[src/design/att_ram.sv]
// att_ram: generic single write port ram with registered read
`timescale 1ns / 1ps
`default_nettype none
module att_ram #(
  parameter int WIDTH = 8,
  parameter int DEPTH = 64
) (
  input  wire logic                     clk,
  input  wire logic                     we,
  input  wire logic [$clog2(DEPTH)-1:0] waddr,
  input  wire logic [WIDTH-1:0]         wdata,
  input  wire logic [$clog2(DEPTH)-1:0] raddr,
  output logic      [WIDTH-1:0]         rdata
);

  logic [WIDTH-1:0] mem [DEPTH];

  // write port and registered read
  always_ff @(posedge clk) begin
    if (we) begin
      mem[waddr] <= wdata;
    end
    rdata <= mem[raddr];
  end

endmodule
`default_nettype wire

[config.mk]
export PLATFORM = sky130hd
export DESIGN_NAME = att_ram
export DESIGN_NICKNAME = d
export VERILOG_FILES = /design/src/design/att_ram.sv
export SDC_FILE = /design/constraint.sdc
export NUM_CORES = 1
export LEC_CHECK = 0
export BUFFER_PORTS_ARGS = -buffer_cell sky130_fd_sc_hd__buf_2
export CORE_MARGIN = 3
export CORE_UTILIZATION = 40
export DETAILED_ROUTE_END_ITERATION = 10
export PLACE_DENSITY = 0.62
export SETUP_SLACK_MARGIN = 0.15
export SYNTH_ARGS = -nofsm -noshare
export SYNTH_HDL_FRONTEND = slang
export SYNTH_SLANG_ARGS = --single-unit
[constraint.sdc]
create_clock -name clk -period 5 [get_ports clk]
set_clock_uncertainty 0.05 [all_clocks]
set_input_delay 1 -clock clk [delete_from_list [all_inputs] [get_ports clk]]
set_output_delay 1 -clock clk [all_outputs]
set_load 0.005 [all_outputs]
After elaboration in Yosys (flattened, before gate mapping)
Memories as Yosys holds them, arrays and structs flattened. A register that Yosys moved wholly into a read port is not among the register bits.
Cells that the tools add are included.
Word-level totals
  bits in registers: 0
  bits in latches: 0
  RAM bits: 512
  bits in read-only memories: 0
  bits of input ports: 22
  output and inout bits: 8
  word-level logic and storage cells: 3
  memories: 1
Memory list
  mem: depth 64, width 8, rd ports 1, clocked after Yosys merged registers in 1, wr ports 1, line 16  | logic [WIDTH-1:0] mem [DEPTH];
Cells by class
  $add $sub $neg: 0
  $mul: 0
  divide/modulo/power cells: 0
  order comparisons: 0
  eq/ne operators: 0
  shift operators: 0
  mux-type cells: 2
  bitwise operators: 0
  reductions and logical operators: 0
Operators by type and width (number)
  1-bit two-way mux: 2

Logic depth before layout (Yosys ltp)
  word-level depth: 2
  depth in mapped cells: 9

Worst setup path before layout
Ideal clock, no wire load.
  path type: input to register
  start point: input raddr[1]
  end point: register rdata[3], read port of mem
  library setup time: 0.128 ns
  arrival: 2.540 ns
  required time: 4.822 ns
  path slack: 2.282 ns
  cell stages on the path: 7
  cells stage by stage: buf_4 > buf_2 > buf_2 > mux4_2 > mux4_2 > o21ai_1 > o41ai_1
RTL lines
  from (decl): line 12  | input wire logic [$clog2(DEPTH)-1:0] raddr,
  to (decl): line 13  | output logic [WIDTH-1:0] rdata

==> impl_metrics.toml <==
[sta]
fmax_ghz = 0.326
post-route-min-period_ps = 3070
drv_slew = 0
slew_headroom = 0.132
rsz0062_at_grt = "false"
tns_ps = 0
fin_crit_sh = 0.613
setup_viol = 0
timing.final.ws_setup_ps = 1930
hold_viol = 0
tightest_slew_ps = 1300

[clocking]
clock-sinks = 520
htreeDepth = 2
ctsHoldBuffers = 0
clock_latency_ps = 580
numCtsBuffers = 48
cts-root-buf = "clkbuf_16"
cts_setup_buffers = 0
cts_max_path_buffers = 3
cts.clk_slew.worst_paths_ps = 70
cts_resized = 0
cts_tree = "done"

[logic_synthesis]
syn_nets = 962
ys_seq_area_frac = 0.770
syn_avg_cell_area_um2 = 21.5
synth_compound_area_frac = 0.0207
synth_xor_area_frac = 0
synth.distinct_cells = 40
ys_async_sr_fraction = 0
synth-adder-area-share = 0
yosysWarnings = 0
muxShareOfSynthArea = 0.159
yosys.area_share.simple = 0.0339
yosys_register_bits = 520
synth-edff-count = 512
synth_area_um2 = 20200
yosys_most_used_dff = "edfxtp_1"
syn_inst = 940
synth_top_family_by_area = "multiplexers"

[global_route]
antenna_found_initial = 2
grt_pass1_wl_um = 66900
grt.overflow.total = 0
grt_pass1_vias = 9840
grt_usage = 0.171
grt_max_degree = 75

[die]
core-area_um2 = 49400
die_h_um = 231
rows = 81
start_util = 0.409
die_area_um2 = 53100
ios = 30
die_w_um = 231

[worst_setup_path]
worst-setup-path-type = "input port to flop"
path_cells = "clkbuf_8, buf_4, mux4_2, mux4_2, o21ai_1, o41ai_1"
cp_common_cell = "mux4_2"
worst_setup_path_start_kind = "input port"
critPathBufInv = 2
crit_slowest_cell = "clkbuf_8"
path_delay_family = "multiplexers"
worstSetupEndpointType = "flop"
crit_fanout = 74
cp_slowest_stage_delay_ps = 690
crit_arrival_ps = 3440
cp.required_ps = 5370

[route]
routed-via-count = 9498
avgViaCountPerCell = 5.63
antenna_left = 0
drtIter0Drc = 996
wirelength_um = 44700
first_pass_iters = 6
drc = 0
wl_per_cell_um = 26.5

[pwr]
powerDensity_nw_per_um2 = 391
leakage_nw = 6.90
ir_worst_vdd_mv = 0.223

[placement]
pre_cts_slack_ps = 1310
hpwlAfterDp_um = 26400
gp_congestion = 0.807
portBuffers = 29

[finish]
nets = 1010
diodes = 0
drive_gt1_frac = 0.246
area_growth_pct = 11.5

[status]
status = "finished, final reports clean"

[hold_path]
min_path_type = "flop to flop"

[run]
maxCapViolCount = 0
-- worst reg2reg max path: cells and delay by family, from the launching register on --
family          cells  cell delay (ps)
simple gates        1              140
mux                 1              460
flops               1              400
compound gates      2              950
-- synthesized netlist by cell type (4+ instances only) --
cell / number / area [um2]
nand3_1: 13 / 65.1
mux2i_1: 23 / 230
buf_6: 4 / 45.0
nor3_1: 7 / 35.0
o22ai_1: 8 / 50.1
buf_4: 13 / 97.6
buf_1: 4 / 15.0
a211oi_1: 4 / 30.0
edfxtp_1: 512 / 15400
a221oi_1: 6 / 52.6
mux2_2: 13 / 146
buf_2: 11 / 55.1
clkbuf_1: 17 / 63.8
nor2b_1: 14 / 87.6
dfxtp_1: 8 / 160
o221ai_1: 8 / 70.1
nand2b_1: 7 / 43.8
nand2_1: 19 / 71.3
mux4_2: 126 / 2840
nor2_1: 83 / 312
-- flip-flops by register name, summed over array words and instances (netlist names) --
register,count
rdata,8
mem,512
-- final cells by class --
type                            count  area, um2
Clock buffer                       65       1330
Multi-Input combinational cell    369       4320
Tap cell                          664        831
Fill cell                        4084      26900
Clock inverter                     20        161
Timing Repair Buffer               49        322
Sequential cell                   520      15500
-- worst paths after layout --
kind	cells past startpoint	end	startpoint	slack (ps)
min reg2reg	3	rdata[4]	mem[26][4]	790
max reg2reg	4	rdata[3]	mem[2][3]	2870
min	3	rdata[4]	mem[26][4]	790
max	6	rdata[3]	raddr[0]	1930
-- power breakdown --
group,switching [mW],leakage [nW],internal [mW]
clock,1.52,0.730,2.00
sequential,0.0149,4.67,4.83
combinational,0.271,1.50,0.163
total,1.80,6.90,6.99
-- through the flow --
| stage | instances | area [um2] | util | hold slack [ps] | power, mW |
|---|---|---|---|---|---|
| after CTS | 1687 | 22500 | 0.456 | 771 | 8.86 |
| after detailed placement | 1602 | 21000 | 0.426 | 760 | 5.38 |
| after floorplan | 940 | 20200 | - | 668 | 5.18 |
| after global routing | 1687 | 22500 | 0.456 | 807 | 9.07 |
| final | 1687 | 22500 | 0.456 | 787 | 8.79 |
| after global placement | 1602 | 21000 | 0.426 | 744 | 5.37 |
-- kinds of logic after synthesis --
kind of cell | after synthesis
AND/OR/NAND/NOR | 153
flip-flops | 520
buffers and inverters | 51
AO/OA/AOI/OAI | 54
multiplexers | 162
-- routing by layer --
layer,wire length [um],part of all wire,track usage,vias to the layer above
met2,21700,0.49,0.273,318
li1,-,-,-,4019
met4,1500,0.034,0.0625,4
met3,2700,0.060,0.0374,97
met1,18700,0.42,0.233,5060
met5,27,0.00060,0,-
-- cell usage in the layout, fill, tap and decap left out, types with 3 or more instances in the layout --
master and count:
dfxtp_1 8, a21oi_1 3, a22oi_1 3, mux4_2 126, nor2_1 83, bufinv_16 3, a211oi_1 4, nand3_1 13
mux2_2 13, nand2_1 19, o22ai_1 8, nor3_1 7, nand2b_1 7, clkbuf_8 5, nor2b_1 14, nand3b_1 3
o2111ai_1 3, o221ai_1 8, edfxtp_1 512, clkinv_1 11, mux2i_1 23, buf_4 21, clkbuf_16 49, o2bb2ai_1 3
buf_2 26, clkbuf_1 12, a221oi_1 6, clkinv_2 6
Power figures use the tool's default switching activity.
